## src/rtl/dbt_pkg.sv

```systemverilog
// dbt_pkg: shared types, constants and the line-rate table of the
// dma line bandwidth tracker; no dependencies
package dbt_pkg;

   // field widths
   localparam int CplWidth    = 10;
   localparam int KindWidth   = 2;
   localparam int LenWidth    = 16;
   localparam int LineWidth   = 9;
   localparam int RemWidth    = 17;
   localparam int RateWidth   = 8;
   localparam int SelWidth    = 2;

   // serial divider: (cpl << 16) / rate, two quotient bits per cycle
   localparam int FracBits    = 16;
   localparam int DivWidth    = CplWidth + FracBits;
   localparam int DivCycles   = DivWidth / 2;
   localparam int DivCntWidth = $clog2(DivCycles + 1);
   // rate is never below 8, so the quotient fits in 23 bits
   localparam int QuotWidth   = DivWidth - 3;

   // serial multiplier: quotient * remainder, two multiplier bits per cycle
   localparam int MulCycles   = RateWidth / 2;
   localparam int MulCntWidth = $clog2(MulCycles + 1);
   localparam int AccWidth    = QuotWidth + RateWidth;

   // zero length on start stands for a full 64k transfer
   localparam logic [RemWidth-1:0] FullLength = 17'h10000;

   // configuration register indexes
   typedef enum logic [0:0] {
      CSR_CPU_CYCLES_PER_LINE = 1'b0,
      CSR_IGNORE_ZERO_LENGTH  = 1'b1
   } csr_index_type;

   // transfer kinds
   typedef enum logic [KindWidth-1:0] {
      KIND_MEM_VRAM = 2'd0,
      KIND_MEM_CRAM = 2'd1,
      KIND_FILL     = 2'd2,
      KIND_COPY     = 2'd3
   } kind_type;

   // commands
   typedef enum logic [0:0] {
      CMD_START = 1'b0,
      CMD_TICK  = 1'b1
   } cmd_type;

   // control sequencer states
   typedef enum logic [4:0] {
      ST_IDLE   = 5'b00001,
      ST_CHARGE = 5'b00010,
      ST_DIV    = 5'b00100,
      ST_MUL    = 5'b01000,
      ST_DONE   = 5'b10000
   } state_type;

   // words per line, indexed by kind and {wide, blank}
   typedef logic [RateWidth-1:0] rate_row_type [4];
   localparam rate_row_type LineRate [4] = '{
      '{8'd8,  8'd83,  8'd9,  8'd102},
      '{8'd16, 8'd167, 8'd18, 8'd205},
      '{8'd15, 8'd166, 8'd17, 8'd204},
      '{8'd8,  8'd83,  8'd9,  8'd102}
   };

   function automatic logic [RateWidth-1:0] line_rate(
      input logic [KindWidth-1:0] kind,
      input logic [SelWidth-1:0]  sel
   );
      return LineRate[kind][sel];
   endfunction

endpackage

```

## src/rtl/dbt_ifs.sv

```systemverilog
// dbt_ifs: valid/ready channel interfaces for request, response and csr writes
// depends on dbt_pkg

interface dbt_req_if;
   import dbt_pkg::*;
   logic                 valid;
   logic                 ready;
   logic                 cmd;
   logic [KindWidth-1:0] dma_kind;
   logic [LenWidth-1:0]  length_words;
   logic                 wide_mode;
   logic                 display_enabled;
   logic [LineWidth-1:0] current_line;
   logic [LineWidth-1:0] visible_lines;

   modport source (output valid, cmd, dma_kind, length_words, wide_mode,
                   display_enabled, current_line, visible_lines, input ready);
   modport sink   (input valid, cmd, dma_kind, length_words, wide_mode,
                   display_enabled, current_line, visible_lines, output ready);
endinterface

interface dbt_rsp_if;
   import dbt_pkg::*;
   logic                valid;
   logic                ready;
   logic [CplWidth-1:0] stolen_cycles;
   logic                busy_res;
   logic [RemWidth-1:0] remaining;

   modport source (output valid, stolen_cycles, busy_res, remaining, input ready);
   modport sink   (input valid, stolen_cycles, busy_res, remaining, output ready);
endinterface

interface dbt_csr_if;
   import dbt_pkg::*;
   logic                valid;
   logic                ready;
   logic [0:0]          index;
   logic [CplWidth-1:0] data;

   modport source (output valid, index, data, input ready);
   modport sink   (input valid, index, data, output ready);
endinterface

```

## src/rtl/dbt_div.sv

```systemverilog
// dbt_div: radix-4 restoring divider, (cpl << 16) / rate, two bits per cycle
// depends on dbt_pkg
module dbt_div (
   input  logic                          clock,
   input  logic                          reset,
   input  logic                          start,
   input  logic [dbt_pkg::CplWidth-1:0]  cpl,
   input  logic [dbt_pkg::RateWidth-1:0] rate,
   output logic                          done,
   output logic [dbt_pkg::QuotWidth-1:0] quotient
);
   import dbt_pkg::*;

   logic [DivWidth-1:0]    work_ff, work_in;
   logic [RateWidth-1:0]   rem_ff, rem_in;
   logic [RateWidth-1:0]   rate_ff, rate_in;
   logic [DivCntWidth-1:0] cnt_ff, cnt_in;
   logic                   done_ff, done_in;

   logic [RateWidth:0]     t1, t2;
   logic [RateWidth-1:0]   r1;
   logic                   q1, q2;

   // two dependent restoring steps on the narrow partial remainder
   always_comb begin
      t1 = {rem_ff, work_ff[DivWidth-1]};
      q1 = (t1 >= {1'b0, rate_ff});
      r1 = q1 ? RateWidth'(t1 - {1'b0, rate_ff}) : t1[RateWidth-1:0];
      t2 = {r1, work_ff[DivWidth-2]};
      q2 = (t2 >= {1'b0, rate_ff});
   end

   // dividend shifts out the top while quotient bits shift in at the bottom
   always_comb begin
      work_in = work_ff;
      rem_in  = rem_ff;
      rate_in = rate_ff;
      cnt_in  = cnt_ff;
      done_in = 1'b0;
      if (start) begin
         work_in = {cpl, {FracBits{1'b0}}};
         rem_in  = '0;
         rate_in = rate;
         cnt_in  = DivCntWidth'(DivCycles);
      end else if (cnt_ff != '0) begin
         work_in = {work_ff[DivWidth-3:0], q1, q2};
         rem_in  = q2 ? RateWidth'(t2 - {1'b0, rate_ff}) : t2[RateWidth-1:0];
         cnt_in  = cnt_ff - 1'b1;
         done_in = (cnt_ff == DivCntWidth'(1));
      end
   end

   always_ff @(posedge clock) begin
      if (reset) begin
         cnt_ff  <= '0;
         done_ff <= 1'b0;
      end else begin
         cnt_ff  <= cnt_in;
         done_ff <= done_in;
      end
      work_ff <= work_in;
      rem_ff  <= rem_in;
      rate_ff <= rate_in;
   end

   assign done     = done_ff;
   assign quotient = work_ff[QuotWidth-1:0];

endmodule

```

## src/rtl/dbt_mul.sv

```systemverilog
// dbt_mul: radix-4 shift-add multiplier, msb-first over the 8-bit remainder
// depends on dbt_pkg
module dbt_mul (
   input  logic                          clock,
   input  logic                          reset,
   input  logic                          start,
   input  logic [dbt_pkg::QuotWidth-1:0] multiplicand,
   input  logic [dbt_pkg::RateWidth-1:0] multiplier,
   output logic                          done,
   output logic [dbt_pkg::CplWidth-1:0]  product
);
   import dbt_pkg::*;

   logic [QuotWidth-1:0]   mcand_ff, mcand_in;
   logic [RateWidth-1:0]   mplier_ff, mplier_in;
   logic [AccWidth-1:0]    acc_ff, acc_in;
   logic [MulCntWidth-1:0] cnt_ff, cnt_in;
   logic                   done_ff, done_in;
   logic [AccWidth-1:0]    pp_hi, pp_lo;

   // partial products for the current two-bit digit
   always_comb begin
      pp_hi = mplier_ff[RateWidth-1] ? {{(AccWidth-QuotWidth-1){1'b0}}, mcand_ff, 1'b0} : '0;
      pp_lo = mplier_ff[RateWidth-2] ? {{(AccWidth-QuotWidth){1'b0}}, mcand_ff} : '0;
   end

   // horner accumulation, one digit per cycle
   always_comb begin
      mcand_in  = mcand_ff;
      mplier_in = mplier_ff;
      acc_in    = acc_ff;
      cnt_in    = cnt_ff;
      done_in   = 1'b0;
      if (start) begin
         mcand_in  = multiplicand;
         mplier_in = multiplier;
         acc_in    = '0;
         cnt_in    = MulCntWidth'(MulCycles);
      end else if (cnt_ff != '0) begin
         acc_in    = {acc_ff[AccWidth-3:0], 2'b00} + pp_hi + pp_lo;
         mplier_in = {mplier_ff[RateWidth-3:0], 2'b00};
         cnt_in    = cnt_ff - 1'b1;
         done_in   = (cnt_ff == MulCntWidth'(1));
      end
   end

   always_ff @(posedge clock) begin
      if (reset) begin
         cnt_ff  <= '0;
         done_ff <= 1'b0;
      end else begin
         cnt_ff  <= cnt_in;
         done_ff <= done_in;
      end
      mcand_ff  <= mcand_in;
      mplier_ff <= mplier_in;
      acc_ff    <= acc_in;
   end

   // product never exceeds cpl, so the integer part fits in 10 bits
   assign done    = done_ff;
   assign product = acc_ff[FracBits+CplWidth-1:FracBits];

endmodule

```

## src/rtl/dma_line_bandwidth_tracker.sv

```systemverilog
// dma_line_bandwidth_tracker: per-scanline dma transfer tracker, top level
// a request passes the charge and done states before its response is registered;
// a memory transfer that ends adds a serial divide, then a serial multiply
// one transaction at a time; the next request is taken once its result
// is registered. reset: synchronous active high, cpu_cycles_per_line 488,
// sequencer idle, other control registers zero, datapath registers not reset
module dma_line_bandwidth_tracker (
   input logic  clock,
   input logic  reset,
   dbt_req_if.sink   req_ch,
   dbt_rsp_if.source rsp_ch,
   dbt_csr_if.sink   csr_ch
);
   import dbt_pkg::*;

   state_type            state_ff, state_in;
   logic [CplWidth-1:0]  cpl_ff, cpl_in;
   logic                 izl_ff, izl_in;
   logic [RemWidth-1:0]  rem_units_ff, rem_units_in;
   logic [KindWidth-1:0] kind_ff, kind_in;
   logic                 busy_ff, busy_in;
   logic [SelWidth-1:0]  sel_ff, sel_in;
   logic                 charge_ff, charge_in;
   logic [CplWidth-1:0]  stolen_ff, stolen_in;
   logic [RateWidth-1:0] mrem_ff, mrem_in;
   logic [RateWidth-1:0] rate_ff, rate_in;
   logic                 rsp_valid_ff, rsp_valid_in;
   logic [CplWidth-1:0]  rsp_stolen_ff, rsp_stolen_in;
   logic                 rsp_busy_ff, rsp_busy_in;
   logic [RemWidth-1:0]  rsp_rem_ff, rsp_rem_in;

   logic                 req_fire;
   logic                 ignore_start;
   logic                 blank;
   logic [RateWidth-1:0] rate;
   logic                 div_start, div_done;
   logic [QuotWidth-1:0] quotient;
   logic                 mul_start, mul_done;
   logic [CplWidth-1:0]  product;

   assign req_ch.ready = (state_ff == ST_IDLE);
   assign req_fire     = req_ch.valid && req_ch.ready;
   assign csr_ch.ready = 1'b1;

   // request decode
   always_comb begin
      ignore_start = (req_ch.length_words == '0) && izl_ff &&
                     (req_ch.dma_kind != KIND_FILL);
      blank        = (req_ch.current_line >= req_ch.visible_lines) ||
                     !req_ch.display_enabled;
      rate         = line_rate(kind_ff, sel_ff);
   end

   // configuration writes
   always_comb begin
      cpl_in = cpl_ff;
      izl_in = izl_ff;
      if (csr_ch.valid) begin
         case (csr_index_type'(csr_ch.index))
            CSR_CPU_CYCLES_PER_LINE: cpl_in = csr_ch.data;
            CSR_IGNORE_ZERO_LENGTH:  izl_in = csr_ch.data[0];
            default: ;
         endcase
      end
   end

   // control sequencer
   always_comb begin
      state_in     = state_ff;
      rem_units_in = rem_units_ff;
      kind_in      = kind_ff;
      busy_in      = busy_ff;
      sel_in       = sel_ff;
      charge_in    = charge_ff;
      stolen_in    = stolen_ff;
      mrem_in      = mrem_ff;
      rate_in      = rate_ff;
      div_start    = 1'b0;
      mul_start    = 1'b0;
      case (state_ff)
         ST_IDLE: begin
            if (req_fire) begin
               sel_in   = {req_ch.wide_mode, blank};
               state_in = ST_CHARGE;
               if (req_ch.cmd == CMD_TICK) begin
                  charge_in = 1'b1;
               end else if (ignore_start) begin
                  charge_in = 1'b0;
               end else begin
                  kind_in      = req_ch.dma_kind;
                  rem_units_in = (req_ch.length_words == '0) ? FullLength :
                                 {1'b0, req_ch.length_words};
                  busy_in      = 1'b1;
                  charge_in    = !req_ch.dma_kind[1];
               end
            end
         end
         ST_CHARGE: begin
            stolen_in = '0;
            state_in  = ST_DONE;
            if (charge_ff) begin
               if (rem_units_ff > RemWidth'(rate)) begin
                  // full line moved, transfer continues
                  rem_units_in = rem_units_ff - RemWidth'(rate);
                  stolen_in    = kind_ff[1] ? '0 : cpl_ff;
               end else begin
                  // last partial line ends the transfer
                  rem_units_in = '0;
                  busy_in      = 1'b0;
                  if (!kind_ff[1] && (rem_units_ff != '0)) begin
                     mrem_in   = rem_units_ff[RateWidth-1:0];
                     rate_in   = rate;
                     div_start = 1'b1;
                     state_in  = ST_DIV;
                  end
               end
            end
         end
         ST_DIV: begin
            if (div_done) begin
               mul_start = 1'b1;
               state_in  = ST_MUL;
            end
         end
         ST_MUL: begin
            if (mul_done) begin
               stolen_in = product;
               state_in  = ST_DONE;
            end
         end
         ST_DONE: begin
            if (!rsp_valid_ff || rsp_ch.ready) begin
               state_in = ST_IDLE;
            end
         end
         default: state_in = ST_IDLE;
      endcase
   end

   // response register
   always_comb begin
      rsp_valid_in  = rsp_valid_ff;
      rsp_stolen_in = rsp_stolen_ff;
      rsp_busy_in   = rsp_busy_ff;
      rsp_rem_in    = rsp_rem_ff;
      if (state_ff == ST_DONE && (!rsp_valid_ff || rsp_ch.ready)) begin
         rsp_valid_in  = 1'b1;
         rsp_stolen_in = stolen_ff;
         rsp_busy_in   = busy_ff;
         rsp_rem_in    = rem_units_ff;
      end else if (rsp_ch.ready) begin
         rsp_valid_in  = 1'b0;
      end
   end

   always_ff @(posedge clock) begin
      if (reset) begin
         state_ff     <= ST_IDLE;
         cpl_ff       <= CplWidth'(488);
         izl_ff       <= 1'b0;
         rem_units_ff <= '0;
         kind_ff      <= '0;
         busy_ff      <= 1'b0;
         charge_ff    <= 1'b0;
         rsp_valid_ff <= 1'b0;
      end else begin
         state_ff     <= state_in;
         cpl_ff       <= cpl_in;
         izl_ff       <= izl_in;
         rem_units_ff <= rem_units_in;
         kind_ff      <= kind_in;
         busy_ff      <= busy_in;
         charge_ff    <= charge_in;
         rsp_valid_ff <= rsp_valid_in;
      end
      sel_ff        <= sel_in;
      stolen_ff     <= stolen_in;
      mrem_ff       <= mrem_in;
      rate_ff       <= rate_in;
      rsp_stolen_ff <= rsp_stolen_in;
      rsp_busy_ff   <= rsp_busy_in;
      rsp_rem_ff    <= rsp_rem_in;
   end

   assign rsp_ch.valid         = rsp_valid_ff;
   assign rsp_ch.stolen_cycles = rsp_stolen_ff;
   assign rsp_ch.busy_res      = rsp_busy_ff;
   assign rsp_ch.remaining     = rsp_rem_ff;

   // partial-line charge: ((cpl << 16) / rate * left) >> 16
   dbt_div u_div (
      .clock    (clock),
      .reset    (reset),
      .start    (div_start),
      .cpl      (cpl_ff),
      .rate     (rate),
      .done     (div_done),
      .quotient (quotient)
   );

   dbt_mul u_mul (
      .clock        (clock),
      .reset        (reset),
      .start        (mul_start),
      .multiplicand (quotient),
      .multiplier   (mrem_ff),
      .done         (mul_done),
      .product      (product)
   );

   // assertions
   a_idle_no_remaining: assert property (@(posedge clock) disable iff (reset)
      !busy_ff |-> rem_units_ff == '0)
      else $error("idle tracker holds outstanding units");

   a_remaining_bound: assert property (@(posedge clock) disable iff (reset)
      rem_units_ff <= FullLength)
      else $error("remaining units exceed a full transfer");

   a_div_done_in_div: assert property (@(posedge clock) disable iff (reset)
      div_done |-> state_ff == ST_DIV)
      else $error("divider finished outside the divide phase");

   a_mul_done_in_mul: assert property (@(posedge clock) disable iff (reset)
      mul_done |-> state_ff == ST_MUL)
      else $error("multiplier finished outside the multiply phase");

   a_partial_rate: assert property (@(posedge clock) disable iff (reset)
      div_start |=> mrem_ff <= rate_ff && rate_ff != '0)
      else $error("partial line exceeds the line rate");

endmodule
```

## src/flat_wrapper.sv

```systemverilog
// flat-port wrapper written by rule: the top's interface ports become plain ports
module dma_line_bandwidth_tracker_flat import dbt_pkg::*;
  (clock, reset, req_ch_valid, req_ch_cmd, req_ch_dma_kind, req_ch_length_words, req_ch_wide_mode, req_ch_display_enabled, req_ch_current_line, req_ch_visible_lines, req_ch_ready, rsp_ch_valid, rsp_ch_stolen_cycles, rsp_ch_busy_res, rsp_ch_remaining, rsp_ch_ready, csr_ch_valid, csr_ch_index, csr_ch_data, csr_ch_ready);
  dbt_req_if req_ch_i ();
  dbt_rsp_if rsp_ch_i ();
  dbt_csr_if csr_ch_i ();
  input logic clock;
  input logic reset;
  input wire logic [$bits(req_ch_i.valid)-1:0] req_ch_valid;
  input wire logic [$bits(req_ch_i.cmd)-1:0] req_ch_cmd;
  input wire logic [$bits(req_ch_i.dma_kind)-1:0] req_ch_dma_kind;
  input wire logic [$bits(req_ch_i.length_words)-1:0] req_ch_length_words;
  input wire logic [$bits(req_ch_i.wide_mode)-1:0] req_ch_wide_mode;
  input wire logic [$bits(req_ch_i.display_enabled)-1:0] req_ch_display_enabled;
  input wire logic [$bits(req_ch_i.current_line)-1:0] req_ch_current_line;
  input wire logic [$bits(req_ch_i.visible_lines)-1:0] req_ch_visible_lines;
  output wire logic [$bits(req_ch_i.ready)-1:0] req_ch_ready;
  output wire logic [$bits(rsp_ch_i.valid)-1:0] rsp_ch_valid;
  output wire logic [$bits(rsp_ch_i.stolen_cycles)-1:0] rsp_ch_stolen_cycles;
  output wire logic [$bits(rsp_ch_i.busy_res)-1:0] rsp_ch_busy_res;
  output wire logic [$bits(rsp_ch_i.remaining)-1:0] rsp_ch_remaining;
  input wire logic [$bits(rsp_ch_i.ready)-1:0] rsp_ch_ready;
  input wire logic [$bits(csr_ch_i.valid)-1:0] csr_ch_valid;
  input wire logic [$bits(csr_ch_i.index)-1:0] csr_ch_index;
  input wire logic [$bits(csr_ch_i.data)-1:0] csr_ch_data;
  output wire logic [$bits(csr_ch_i.ready)-1:0] csr_ch_ready;
  assign req_ch_i.valid = req_ch_valid;
  assign req_ch_i.cmd = req_ch_cmd;
  assign req_ch_i.dma_kind = req_ch_dma_kind;
  assign req_ch_i.length_words = req_ch_length_words;
  assign req_ch_i.wide_mode = req_ch_wide_mode;
  assign req_ch_i.display_enabled = req_ch_display_enabled;
  assign req_ch_i.current_line = req_ch_current_line;
  assign req_ch_i.visible_lines = req_ch_visible_lines;
  assign req_ch_ready = req_ch_i.ready;
  assign rsp_ch_valid = rsp_ch_i.valid;
  assign rsp_ch_stolen_cycles = rsp_ch_i.stolen_cycles;
  assign rsp_ch_busy_res = rsp_ch_i.busy_res;
  assign rsp_ch_remaining = rsp_ch_i.remaining;
  assign rsp_ch_i.ready = rsp_ch_ready;
  assign csr_ch_i.valid = csr_ch_valid;
  assign csr_ch_i.index = csr_ch_index;
  assign csr_ch_i.data = csr_ch_data;
  assign csr_ch_ready = csr_ch_i.ready;
  dma_line_bandwidth_tracker u_core (.clock(clock), .reset(reset), .req_ch(req_ch_i), .rsp_ch(rsp_ch_i), .csr_ch(csr_ch_i));
endmodule
```

## config.mk

```make
export PLATFORM = sky130hd
export DESIGN_NAME = dma_line_bandwidth_tracker_flat
export DESIGN_NICKNAME = d
export VERILOG_FILES = /design/src/rtl/dbt_pkg.sv /design/src/rtl/dbt_ifs.sv /design/src/rtl/dbt_div.sv /design/src/rtl/dbt_mul.sv /design/src/rtl/dma_line_bandwidth_tracker.sv /design/src/flat_wrapper.sv
export SDC_FILE = /design/constraint.sdc
export NUM_CORES = 1
export LEC_CHECK = 0
export ABC_AREA = 1
export BUFFER_PORTS_ARGS = -buffer_cell sky130_fd_sc_hd__buf_2
export CORE_MARGIN = 5
export CORE_UTILIZATION = 45
export DETAILED_ROUTE_END_ITERATION = 8
export PLACE_DENSITY_LB_ADDON = 0.2
export REMOVE_ABC_BUFFERS = 1
export SLEW_MARGIN = 10
export SYNTH_ARGS = -nofsm -noshare
export SYNTH_HDL_FRONTEND = slang
export SYNTH_SLANG_ARGS = --single-unit
```

## constraint.sdc

```tcl
create_clock -name clock -period 4.4 [get_ports clock]
set_clock_uncertainty 0.05 [all_clocks]
set_input_delay 0.22 -clock clock [delete_from_list [all_inputs] [get_ports clock]]
set_output_delay 0.22 -clock clock [all_outputs]
set_load 0.01 [all_outputs]
```

# Yosys cells after proc, flatten, opt, wreduce, memory -nomap -nowiden
# Index checks and enable logic that the tools add are counted.
op_classes:
  addsub: 7
  multipliers: 0
  div_mod_pow: 0
  magnitude_cmp: 6
  eq_ne: 16
  n_shift: 0
  muxes: 54
  n_bitwise: 8
  reduce_logical: 33
op_table:
  columns: ["operator", "count"]
  rows:
  - ["2-to-1 mux 17 bit", 6]
  - ["binary-select mux 32 bit (select 2 bit)", 1]
  - ["2-to-1 mux 32 bit", 2]
  - ["2-to-1 mux 26 bit", 2]
  - ["2-to-1 mux 8 bit", 6]
  - ["2-to-1 mux 10 bit", 4]
  - ["2-to-1 mux 5 bit", 7]
  - ["case mux 17 bit (2 select lines)", 1]
  - ["adder 26 x 23 -> 26 bit", 1]
  - ["adder 26 x 24 -> 26 bit", 1]
  - ["case mux 5 bit (5 select lines)", 1]
  - ["2-to-1 mux 24 bit", 1]
  - ["2-to-1 mux 23 bit", 1]
  - ["case mux 10 bit (2 select lines)", 1]
  - ["greater-or-equal comparator 9 x 8 -> 1 bit", 2]
  - ["> comparator 17 x 8 -> 1 bit", 1]
  - ["nonzero test 17 bit", 1]
  - ["subtractor 17 x 8 -> 17 bit", 1]
  - ["binary-select mux 8 bit (select 2 bit)", 1]
  - ["zero test 16 bit", 1]
  - ["subtractor 8 bit", 2]
  - ["2-to-1 mux 1 bit", 15]
  - ["!= test 2 bit (second input constant)", 7]
  - ["AND reduction 4 bit", 3]
  - ["other kinds (28)", 55]
totals:
  ff_bits: 194
  latch_bits: 0
  ram_bits: 0
  mem_bits_ro: 0
  out_inout_bits: 31
  n_memories: 0

# Longest topological paths before layout
# Gate-level depths: netlist of the first run.
logic_depth:
  depth_word: 12
  ltp_mapped: 25
  depth_no_buf: 23

# Cells and area by module
# A second synthesis of the first run with hierarchy kept.
hier_totals:
  hier_cells: 1571
  hier_area_um2: 12298.0
by_module_without_submodules:
  columns: ["mod", "instances", "cells_each", "area_per_inst_um2", "seq_area_each_um2"]
  rows:
  - ["dma_line_bandwidth_tracker", 1, 555, 4662.0, 2202.1]
  - ["dbt_mul", 1, 657, 4614.4, 1531.5]
  - ["dbt_div", 1, 359, 3021.6, 1121.1]

# Worst setup path after synthesis of the first run
# OpenSTA, ideal clock, no wires.
synth_path:
  path_type: "flip-flop to flip-flop"
  from: "register u_core.u_div.rate_ff[2]"
  to: "register u_core.u_div.rem_ff[2]"
  setup_ns: 0.121
  arrival_time_ns: 3.031
  t_required_ns: 4.229
  setup_slack_ns: 1.198
  path_stages_with_launch: 25
  path_buffers: 2
  period_less_slack_ns: 3.202
  path_cell_list: "edfxtp_1 -> inv_1 -> ha_1 -> buf_2 -> nand2_1 -> nand2_1 -> nand2_1 -> nand3_1 -> nand2_2 -> nand2_1 -> buf_4 -> nand2_1 -> o21a_1 -> inv_1 -> ha_1 -> a21oi_1 -> nand2_1 -> nand2_1 -> nand2_1 -> a21oi_2 -> nand3_2 -> nand2_1 -> nand2_1 -> nor2_1 -> nor2_1"
synth_between:
  elab_chain_len: 4
  word_cells_on_any_way: 6
  cone_classes: "add/sub (2); order compare (2); mux (2)"
synth_rtl:
  columns: ["element", "line_no", "rtl"]
  rows:
  - ["from (decl)", "dbt_div.sv:16", "logic [RateWidth-1:0] rate_ff, rate_in;"]
  - ["from (signal assigned)", "dbt_div.sv:63", "rate_ff <= rate_in;"]
  - ["greater-or-equal comparator 9 x 8 -> 1 bit / subtractor 8 bit (equally long branches)", "dbt_div.sv:27, dbt_div.sv:28", null]
  - ["2-to-1 mux 8 bit", "dbt_div.sv:28", "r1 = q1 ? RateWidth'(t1 - {1'b0, rate_ff}) : t1[RateWidth-1:0];"]
  - ["subtractor 8 bit / greater-or-equal comparator 9 x 8 -> 1 bit (equally long branches)", "dbt_div.sv:47, dbt_div.sv:30", null]
  - ["2-to-1 mux 8 bit (*)", "dbt_div.sv:47", "rem_in = q2 ? RateWidth'(t2 - {1'b0, rate_ff}) : t2[RateWidth-1:0];"]
  - ["to (signal assigned)", "dbt_div.sv:62", "rem_ff <= rem_in;"]
  - ["to (decl)", "dbt_div.sv:15", "logic [RateWidth-1:0] rem_ff, rem_in;"]
# Every way passes the cells marked *; elsewhere a longest branch is shown, timed or not.
# A chain may end at the register's enable or synchronous reset.

# Worst setup path after layout of the first run
layout_path:
  from: "register u_core.kind_ff[0]"
  to: "register u_core.u_div.work_ff[16] (enable)"
layout_between:
  elab_chain_len: 12
layout_rtl:
  columns: ["element", "line_no", "rtl"]
  rows:
  - ["from (decl)", "dma_line_bandwidth_tracker.sv:20", "logic [KindWidth-1:0] kind_ff, kind_in;"]
  - ["from (signal assigned)", "dma_line_bandwidth_tracker.sv:171", "kind_ff <= kind_in;"]
  - ["inverter 2 -> 3 bit (implied by the code)", "dbt_pkg.sv:72", "return LineRate[kind][sel];"]
  - ["binary-select mux 32 bit (select 2 bit)", "dbt_pkg.sv:72", null]
  - ["2-to-1 mux 32 bit (implied by the code) (2 in a row)", "dbt_pkg.sv:72", null]
  - ["binary-select mux 8 bit (select 2 bit)", "dbt_pkg.sv:72", null]
  - ["2-to-1 mux 8 bit (implied by the code) (2 in a row)", "dbt_pkg.sv:72", null]
  - ["via u_core.rate[7]", "dma_line_bandwidth_tracker.sv:35", "logic [RateWidth-1:0] rate;"]
  - ["> comparator 17 x 8 -> 1 bit", "dma_line_bandwidth_tracker.sv:102", "if (rem_units_ff > RemWidth'(rate)) begin"]
  - ["2-to-1 mux 1 bit", "dma_line_bandwidth_tracker.sv:102", null]
  - ["2-to-1 mux 1 bit", "dma_line_bandwidth_tracker.sv:101", "if (charge_ff) begin"]
  - ["2-to-1 mux 1 bit", "dma_line_bandwidth_tracker.sv:80", "case (state_ff)"]
  - ["nonzero test 2 bit (no line)", null, null]
  - ["to (signal assigned)", "dbt_div.sv:61", "work_ff <= work_in;"]
  - ["to (decl)", "dbt_div.sv:14", "logic [DivWidth-1:0] work_ff, work_in;"]
# The timed path passes the listed nets, and every way through them passes these cells. The select of a mux whose other input is x is not followed.

==> summary.md, run 1 <==
| Metric | Value |
|---|---|
| Synth area leader | edfxtp_1 |
| Cell count after synthesis | 1534 |
| Fin nets | 1762 |
| Largest net degree at the start of global routing | 41 |
| RR Startpoint | u_core.kind_ff[0] |
| Yosys reg bits | 194 |
| Dpl ws | 0.551 ns |
| Drt via density | 5.02 |
| Maxcap violations | 0 |
| Static Leak | about 6.7 nW |
| Total power | 10.2 mW |
| Crit path to | u_core.u_div.work_ff[16] |
| CP endpoint kind | flop |
| Worst slew margin | 18.7% |
| Io pins | 86 |
| Post-synth EDFFs | 97 |
| Crit path largest cell delay | 0.53 ns |
| Routability cong. | about 0.94 |
| CTS buffer count | 17 |
| Synth top cells by count | nand2_1 (397), inv_1 (273), nor2_1 (122), nand3_1 (103) |
| Clock power frac | 15.4% |
| Slew Viols, Final | 0 |
| Outcome | completed |
| Register area share after synthesis | between 40% and 50% |
| Crit Path Class | reg -> reg |
| Diodes inserted | 0 |
| DR pass1 iterations | 6 |
| Top cell by count, worst path | inv_1 |
| Mapped cell area | 11800 sq um |
| CTS tree | done |
| Post-CTS Setup Repair Bufs | 0 |
| H-Tree Depth | 4 |
| DRC | 0 |
| Setup tns final | 0 ns |
| Top_reg_cell synth | edfxtp_1 |
| Worst setup SP type | flop |
| Final cycle utilization of the critical path | 89.4% |
| Crit-path max FO | 26 |
| Final Hold Fails | 0 |
| Worst Tran Pin Value | 1.22 ns |
| Clk pin slew, worst setup/hold paths | 0.08 ns |
| Post-Layout Cell Count | ~2k |
| Async set-reset flop share out of synthesis | 0% |
| WL/cell | 14.2 um |
| Die height | 172 um |
| Area growth from synthesis to layout | 12.1% |
| Worst reg2reg path depth | 16 |
| Cell Rows | 59 |
| Buffers on Ports | 84 |
| RSZ-0062 raised after global routing | false |
| Clock root buffer master | clkbuf_16 |
| Synth top area cells | edfxtp_1 (25%), dfxtp_1 (17%), nand2_1 (13%) |
| Placed inst area | 12500 sq um |
| Launch point of the critical path | u_core.kind_ff[0] |
| Final WS setup | 0.467 ns |
| Clk buf depth | 2 |
| Final HPWL DP | 21.0 mm |
| Logic pwr share | 57.4% |
| R2r endpoint | u_core.u_div.work_ff[16] |
| Slowest cell on the critical path | nand2_1 |
| Skew-Pair Late Insertion Delay | approximately 0.44 ns |
| First-pass GRT wire length | 46.7 mm |
| R2r setup slk | about 0.47 ns |
| Sequential power share | 27.2% |
| Post-Route WL | approximately 28 mm |
| Layout cells sized above 1 | 10.1% |
| Synth top area share | about a quarter |
| Worst IR drop on VDD | 0.000415 V |
| Fmax | 0.254 GHz |
| Gr ovfl total | 0 |
| Synthesis warning total | 0 |
| Initial antenna violation count | 0 |
| Detailed-route via count | 9857 |
| Sw Pwr | 4.91 mW |
| Initial Util | a little under half |
| Minimum clock period | around 3.9 ns |
| Vias in the first global route | 9736 |
| Die X | 172 um |
| Cell Pwr Density | 777 nW/um^2 |
| CTS hold repair buffers | 11 |
| Cell with the most instances after synthesis | nand2_1 |
| Cts repair resizes | 0 |
| Synth cell types | 44 |
| Avg Cell Area, Syn | around 7.7 sq um |
| Full die area | 29500 sq um |
| Worst EP arrival | between 3 and 4 ns |
| Detail Route Antenna Nets | 0 |
| Critical Path RT | 4.43 ns |
| Post-route cell area | about 13000 sq um |
| Cell breakdown of the critical path | inv_1, ha_1, nor2_1, inv_1, o22ai_1, inv_1, ha_1, nand2_1, inv_1, nand3_1, inv_1, a21oi_1, nand3_2, nand2_2, nand3_2, nand2_1 |
| Sw Share | 48.0% |
| Final setup viols | 0 |
| Core Region | 25900 sq um |
| Placed instance count | 1921 |
| Hold WC Path Type | in -> reg |
| Number of DRC markers in iteration 0 | 629 |
| GRT Overall Usage | 19.4% |
| CTS Sinks | roughly 190 |
| Internal power | 5.33 mW |
## layout by cell type, fill, tap and decap left out, drive strengths merged
master         n
fa            25
or2           18
nand3b         3
buf           91
xnor2          9
o21a           3
o211a          1
conb           1
nand3        106
o31ai          1
o21ai         89
a21o           2
nor3          12
a21oi         77
clkinvlp       1
edfxtp        97
o211ai        19
o2111ai        1
clkinv         8
dlygate4sd3   11
nand4         17
nand2        401
clkbuf        17
nor4           3
o22ai          2
inv          284
nor2         128
and2           1
o21bai        17
ha            66
xor2          18
a211oi         2
dfxtp         97
a221oi         1
## per-stage QoR
step                      util, %  hold WS (ns)
after floorplan                 -         0.239
after global placement       48.1         0.351
after detailed placement     48.1         0.355
after CTS                    50.9       0.00462
after global routing         50.9        0.0169
final                        50.9        0.0198
## worst max-delay path, delay by kind of cell, from the launching register on
family                   cells  cell delay, ns
buffers and inverters        5            0.36
AO/OA/AOI/OAI                2            0.40
flip-flops                   1            0.36
AND/OR/NAND/NOR              7            1.71
adder cells (fa/ha/maj)      2            0.70
## registers in the layout, summed over array words and instances, names as in the netlist, 2 cells and up
register                     cells
u_core.cpl_ff                   10
u_core.kind_ff                   2
u_core.mrem_ff                   8
u_core.rem_units_ff             17
u_core.rsp_ch.remaining         17
u_core.rsp_ch.stolen_cycles     10
u_core.sel_ff                    2
u_core.state_ff                  5
u_core.stolen_ff                10
u_core.u_div.cnt_ff              4
u_core.u_div.rate_ff             8
u_core.u_div.rem_ff              8
u_core.u_div.work_ff            26
u_core.u_mul.acc_ff             26
u_core.u_mul.cnt_ff              3
u_core.u_mul.mcand_ff           23
u_core.u_mul.mplier_ff           8
## power by group through the flow
stage	Clock [mW]	Combinational [mW]	Sequential, mW
final	1.58	5.88	2.78
after detailed placement	0	5.83	2.82
after global placement	0	5.77	2.82
after CTS	1.61	5.88	2.79
after floorplan	0	4.48	2.70
after global routing	1.69	6.82	2.84
## cells by family (layout without fill, tap and decap cells)
logic type                 after synthesis  after routing  synth area share (%)
and+or+nand+nor                        689            689                  24.6
buffers and inverters                  317            412                  10.5
AOI/OAI and AO/OA                      215            215                  10.3
DFF                                    194            194                  41.3
adders and majority gates               91             91                  11.3
xor gates and xnor gates                27             27                  2.01
other                                    1              1                0.0319
## layout make-up
| cell class | instances | area [sq um] |
|---|---|---|
| clock buffer | 17 | 425 |
| clock inverter | 15 | 183 |
| fill | 2531 | 12700 |
| inverter | 278 | 1040 |
| multi-input combinational | 1023 | 5680 |
| sequential | 194 | 4850 |
| tap | 335 | 419 |
| timing repair buffer | 102 | 583 |
## worst min path at each step
| stage | start | to | depth (start not counted) |
|---|---|---|---|
| floorplan | reset | u_core.busy_ff | 1 |
| CTS | csr_ch_valid | u_core.izl_ff | 4 |
| global route | rsp_ch_ready | u_core.rsp_ch.valid | 3 |
| detailed placement | u_core.stolen_ff[3] | u_core.rsp_ch.stolen_cycles[3] | 0 |
| global placement | req_ch_wide_mode | u_core.sel_ff[1] | 1 |
| finish | csr_ch_valid | u_core.izl_ff | 4 |
## layer usage
layer,track usage (%),up-vias,wire (um)
met3,3.01,23,1240
met1,26.2,4540,12800
met4,4.10,0,263
li1,-,5068,-
met2,33.2,226,13500
met5,0,-,0
(Power assumes the default switching activity.)
==> inputs of run 2 (changes only) <==
- CELL_PAD_IN_SITES_DETAIL_PLACEMENT: default -> 1
- CELL_PAD_IN_SITES_GLOBAL_PLACEMENT: default -> 1
- CORE_UTILIZATION: 45 -> 30
==> summary.md, run 2 (same netlist as run 1, synthesis figures left out) <==
| Metric | Value |
|---|---|
| Skew-Pair Late Insertion Delay | 0.46 ns |
| DR pass1 iterations | 4 |
| Routability cong. | 0.867 |
| Clk buf depth | 2 |
| CP bufs+invs | 4 |
| Final HPWL DP | 26.0 mm |
| Setup tns final | 0 ns |
| H-Tree Depth | 4 |
| Die X | 208 um |
| Full die area | 43300 sq um |
| Crit path largest cell delay | 0.36 ns |
| CTS buffer count | 17 |
| Biggest regs | u_core.u_div.work_ff x26, u_core.u_mul.acc_ff x26, u_core.u_mul.mcand_ff x23 |
| Detailed-route via count | 9950 |
| Cell Pwr Density | between 700 and 800 nW/um^2 |
| Crit-path max FO | 13 |
| Hold WC Path Type | in -> reg |
| CP endpoint kind | flop |
| Die height | ~210 um |
| Gr ovfl total | 0 |
| RSZ-0062 raised after global routing | false |
| Worst setup SP type | flop |
| Maxcap violations | 0 |
| Worst slew margin | 33.4% |
| Final setup viols | 0 |
| Io pins | 86 |
| WL/cell | 15.4 um |
| Top cell by count, worst path | nand2_1 |
| Vias in the first global route | 10.4k |
| Worst IR drop on VDD | roughly 0.0003 V |
| Outcome | completed |
| CTS hold repair buffers | 14 |
| R2r setup slk | 0.50 ns |
| Cell breakdown of the critical path | inv_1, ha_1, nand2_1, nor3_1, a21oi_2, nand2_1, o21ai_0, inv_1, ha_1, nand2_1, inv_1, a21oi_1, nand2_1, a21oi_2, nand3_2, nand2_1, nand3_1, nand2_1, inv_1 |
| First-pass GRT wire length | 54.7 mm |
| Initial antenna violation count | 0 |
| Static Leak | just under 7 nW |
| Final cycle utilization of the critical path | 88.7% |
| Buffers on Ports | 84 |
| Number of DRC markers in iteration 0 | 333 |
| Fmax | 0.256 GHz |
| Crit Path Class | reg -> reg |
| Diodes inserted | 0 |
| Area growth from synthesis to layout | 14.3% |
| Most common cell after layout, fill and taps aside | nand2_1 |
| CP top delay family | simple AND/OR/NAND/NOR gates |
| Layout cells sized above 1 | ~10% |
| GRT Overall Usage | 15.5% |
| Post-Route WL | 33.1 mm |
| Fin nets | ~1.8k |
| Core Region | approximately 39000 sq um |
| Critical Path RT | 4.71 ns |
| Minimum clock period | 3.90 ns |
| Total power | 10.5 mW |
| Detail Route Antenna Nets | 0 |
| Clock root buffer master | clkbuf_16 |
| CTS Sinks | 194 |
| Worst EP arrival | between 4 and 5 ns |
| Slowest cell on the critical path | edfxtp_1 |
| Cts repair resizes | 0 |
| Cell Rows | 72 |
| Worst Tran Pin Value | around 1.0 ns |
| CTS tree | done |
| Slew Viols, Final | 0 |
| DRC | 0 |
| Drt via density | roughly 4.6 |
| Post-CTS Setup Repair Bufs | 0 |
| Commonest non-fill, non-tap cells in the layout | nand2_1 (397), inv_1 (273), nor2_1 (121), nand3_1 (103) |
| Initial Util | 30.4% |
| Clk pin slew, worst setup/hold paths | 0.07 ns |
| Largest net degree at the start of global routing | 42 |
| Hold_ws | 0.0344 ns |
| Final Hold Fails | 0 |
run 2: cell count changes in the layout (fill, tap and decap cells not counted), moves of 3 or more:
cell           change
buf_4              +4
clkinv_8           -5
dlygate4sd3_1      +3
inv_6              +4
inv_8              -5
run 2: final cells by class:
cell class / count / area (sq um)
sequential: 194 / 4850
clock inverter: 12 / 121
fill: 4822 / 25300
multi-input combinational: 1023 / 5680
tap: 518 / 648
timing repair buffer: 109 / 643
clock buffer: 20 / 457
inverter: 278 / 1040
run 2: report_power, final:
part / internal (mW) / total (mW) / switching [mW] / leakage [nW]
Clock: 0.824 / 1.57 / 0.743 / 0.288
Sequential: 2.42 / 2.78 / 0.359 / 1.70
Combinational: 2.14 / 6.10 / 3.96 / 4.75
run 2: final timing paths:
path	start	end	cells past startpoint
max reg2reg	u_core.u_div.rate_ff[1]	u_core.u_div.rem_ff[5]	19
min reg2reg	u_core.stolen_ff[0]	u_core.rsp_ch.stolen_cycles[0]	0
min	req_ch_dma_kind[0]	u_core.kind_ff[0]	3
max	u_core.u_div.rate_ff[1]	u_core.u_div.rem_ff[5]	19
run 2: worst register-to-register path, delay by kind of cell (launching register included):
kind	cells	cell delay, ns
AO/OA/AOI/OAI	4	1.11
buffers and inverters	4	0.35
flip-flops	1	0.36
AND/OR/NAND/NOR	9	1.28
adder cells (fa/ha/maj)	2	0.67
run 2: metrics by stage:
stage               setup WS (ns)  instance area (sq um)  instances  util [%]
detailed placement          0.539                  12700       2108      32.8
global route                0.112                  13400       2154      34.7
floorplan                   0.843                  11600       1495         -
CTS                         0.520                  13400       2154      34.7
finish                      0.497                  13400       2154      34.7
global placement            0.598                  12700       2108      32.8
run 2: routing by layer:
metal	global-route usage (%)	routed length [um]	part of all wire, %	vias to the layer above
met5	0	0	0	-
met3	2.88	781	2.4	23
li1	-	-	-	5079
met1	20.4	15900	48	4760
met2	26.9	16200	49	88
met4	3.19	288	0.87	0
==> inputs of run 3 (changes only) <==
- SYNTH_HIERARCHICAL: default -> 1
==> summary.md, run 3 <==
| Metric | Value |
|---|---|
| Outcome | completed |
| Vias in the first global route | 10.7k |
| Worst IR drop on VDD | roughly 0.00029 V |
| Area of the multi-input gates | 5950 sq um |
| Logic pwr share | 58.3% |
| Number of DRC markers in iteration 0 | 311 |
| Fin util | 34.1% |
| Core Region | roughly 41000 sq um |
| Crit Path Class | reg -> reg |
| Synth top cells by count | nand2_1 (412), inv_1 (275), nor2_1 (110), dfxtp_1 (97), edfxtp_1 (97) |
| CTS tree | done |
| RSZ-0062 raised after global routing | false |
| Hold path cells | 3 |
| Synth top area share | around a quarter |
| Synthesis warning total | 6 |
| WL/cell | 16.5 um |
| Fin nets | approximately 1.8k |
| Cell Pwr Density | around 760 nW/um^2 |
| Final Hold Fails | 0 |
| Crit path largest cell delay | 0.38 ns |
| Drt via density | 4.61 |
| Crit-path max FO | 17 |
| Cell count after synthesis | roughly 1.6k |
| Detail Route Antenna Nets | 0 |
| Maxcap violations | 0 |
| Mapped cell area | 12300 sq um |
| H-Tree Depth | 4 |
| Die height | 212 um |
| Buffers on Ports | 84 |
| Cell Rows | between 70 and 80 |
| Area growth from synthesis to layout | 12.8% |
| Final HPWL DP | 29.1 mm |
| Hold WC Path Type | in -> reg |
| Initial antenna violation count | 0 |
| Post-synth EDFFs | 97 |
| Die X | 212 um |
| Worst setup SP type | flop |
| Initial Util | 30.2% |
| Slowest cell on the critical path | clkinvlp_4 |
| Final setup viols | 0 |
| Gr ovfl total | 0 |
| DR pass1 iterations | 4 |
| Full die area | 45100 sq um |
| Cell breakdown of the critical path | inv_1, ha_1, inv_1, ha_1, o21ai_0, ha_1, nand2_2, nor2_2, nand3_2, nand4_2, nand2_1, nand4_1, inv_1, nor2_4, clkinvlp_4, o21ai_0, a21oi_1 |
| CP endpoint kind | flop |
| Register area share after synthesis | 39.5% |
| Slew Viols, Final | 0 |
| Post-Route WL | 36.0 mm |
| Worst Tran Pin Value | 1.05 ns |
| Internal power | roughly 5.4 mW |
| Sw Pwr | 5.21 mW |
| Skew-Pair Late Insertion Delay | 0.46 ns |
| GRT Overall Usage | between 10% and 20% |
| Clk pin slew, worst setup/hold paths | 0.09 ns |
| DRC | 0 |
| Io pins | 86 |
| Synth top area cells | edfxtp_1 (24%), dfxtp_1 (16%), nand2_1 (13%) |
| CTS Sinks | between 150 and 200 |
| Clock power frac | 15.7% |
| Routability cong. | 0.844 |
| Async set-reset flop share out of synthesis | 0% |
| Final cycle utilization of the critical path | 89.0% |
| Synth area leader | edfxtp_1 |
| Cell with the most instances after synthesis | nand2_1 |
| Yosys reg bits | around 190 |
| Layout fillers | 4935 |
| Placed inst area | 13100 sq um |
| Synth cell types | 60 |
| Sequential power share | 26.0% |
| Clk buf depth | 2 |
| Critical Path RT | approximately 4.7 ns |
| First-pass GRT wire length | 58.4 mm |
| Most common cell after layout, fill and taps aside | nand2_1 |
| Worst slew margin | 29.8% |
| Post-route cell area | 13900 sq um |
| Diodes inserted | 0 |
| Layout cells sized above 1 | 12.6% |
| Top_reg_cell synth | edfxtp_1 |
| Worst reg2reg path depth | 17 |
| Minimum clock period | just under 4 ns |
| Clock root buffer master | clkbuf_16 |
| Commonest non-fill, non-tap cells in the layout | nand2_1 (412), inv_1 (274), nor2_1 (107), dfxtp_1 (97), edfxtp_1 (97) |
| Hold_ws | 0.0300 ns |
| Detailed-route via count | 10.1k |
| Largest net degree at the start of global routing | 30 |
| Static Leak | 6.79 nW |
| Sw Share | around half |
| Avg Cell Area, Syn | 7.83 sq um |
| CTS buffer count | 17 |
| Worst EP arrival | 4.21 ns |
| Biggest regs | u_core/u_div/work_ff x26, u_core/u_mul/acc_ff x26, u_core/u_mul/mcand_ff x23 |
| Reg area | 4850 sq um |
| Fmax | 0.255 GHz |
| Post-CTS Setup Repair Bufs | 0 |
-- run 3: cell count changes after synthesis, moves of 15 or more --
cell	before	now
nand2_1	397	412
buf_4	2	34
o21bai_1	17	2
nand3_1	103	78
a21oi_1	75	92
-- run 3: critical path: cells and delay by family (launching register included) --
| kind | cells | cell delay (ns) |
|---|---|---|
| flops | 1 | 0.37 |
| compound gates | 3 | 0.64 |
| buf+inv | 4 | 0.72 |
| simple gates | 7 | 1.14 |
| fa+ha+maj | 3 | 0.86 |
-- run 3: path summary, 6_finish.rpt --
path | from | slack (ns) | endpoint
min | req_ch_length_words[10] | 0.03 | u_core/rem_units_ff[10]
min reg2reg | u_core/stolen_ff[5] | 0.38 | u_core/rsp_ch.stolen_cycles[5]
max | u_core/kind_ff[0] | 0.49 | u_core/u_div/cnt_ff[0]
max reg2reg | u_core/kind_ff[0] | 0.49 | u_core/u_div/cnt_ff[0]
-- run 3: cell families (layout without fill, tap and decap cells) --
logic type,Yosys count,after routing,synth area share (%)
AND/OR/NAND/NOR,695,695,25.6
XOR/XNOR,17,17,1.21
flip-flops,194,194,39.5
buffers and inverters,351,434,12.4
other,1,1,0.0305
adder cells (fa/ha/maj),95,95,11.2
AO/OA/AOI/OAI,218,218,10.1
-- run 3: power by group through the flow --
stage               clock [mW]  sequential [mW]  combinational [mW]
floorplan                    0             2.71                4.51
global placement             0             2.81                6.09
detailed placement           0             2.81                6.21
CTS                       1.72             2.78                6.27
global route              1.80             2.82                7.11
finish                    1.66             2.76                6.19
-- run 3: area by class of cell --
cell class                      count  area share, %
Multi-Input combinational cell   1026           42.8
Sequential cell                   194           35.0
Inverter                          288           7.85
Timing Repair Buffer              114           4.94
Tap cell                          532           4.80
Clock buffer                       17           3.07
Clock inverter                     15           1.51
-- run 3: what timing repair did --
item                                    CTS  global route
hold endpoints to repair                 17             0
hold buffers                             16             0
endpoints found under the setup margin    5             8
resized for setup                         1             2
pin swaps                                 0             0
-- run 3: through the flow --
| step | setup TNS (ns) | instances | worst slack (ns) | power, mW |
|---|---|---|---|---|
| after CTS | 0 | 2186 | 0.276 | 10.8 |
| final | 0 | 2186 | 0.486 | 10.6 |
| after global placement | 0 | 2138 | 0.223 | 8.90 |
| after detailed placement | -0.0456 | 2138 | -0.0388 | 9.03 |
| after floorplan | 0 | 1508 | 0.602 | 7.22 |
| after global routing | 0 | 2186 | 0.00449 | 11.7 |
-- run 3: per-layer routing --
| metal | track usage (%) | routed length (um) |
|---|---|---|
| met5 | 0 | 0 |
| met4 | 3.71 | 495 |
| met3 | 2.21 | 773 |
| met2 | 29.5 | 18300 |
| met1 | 20.9 | 16400 |
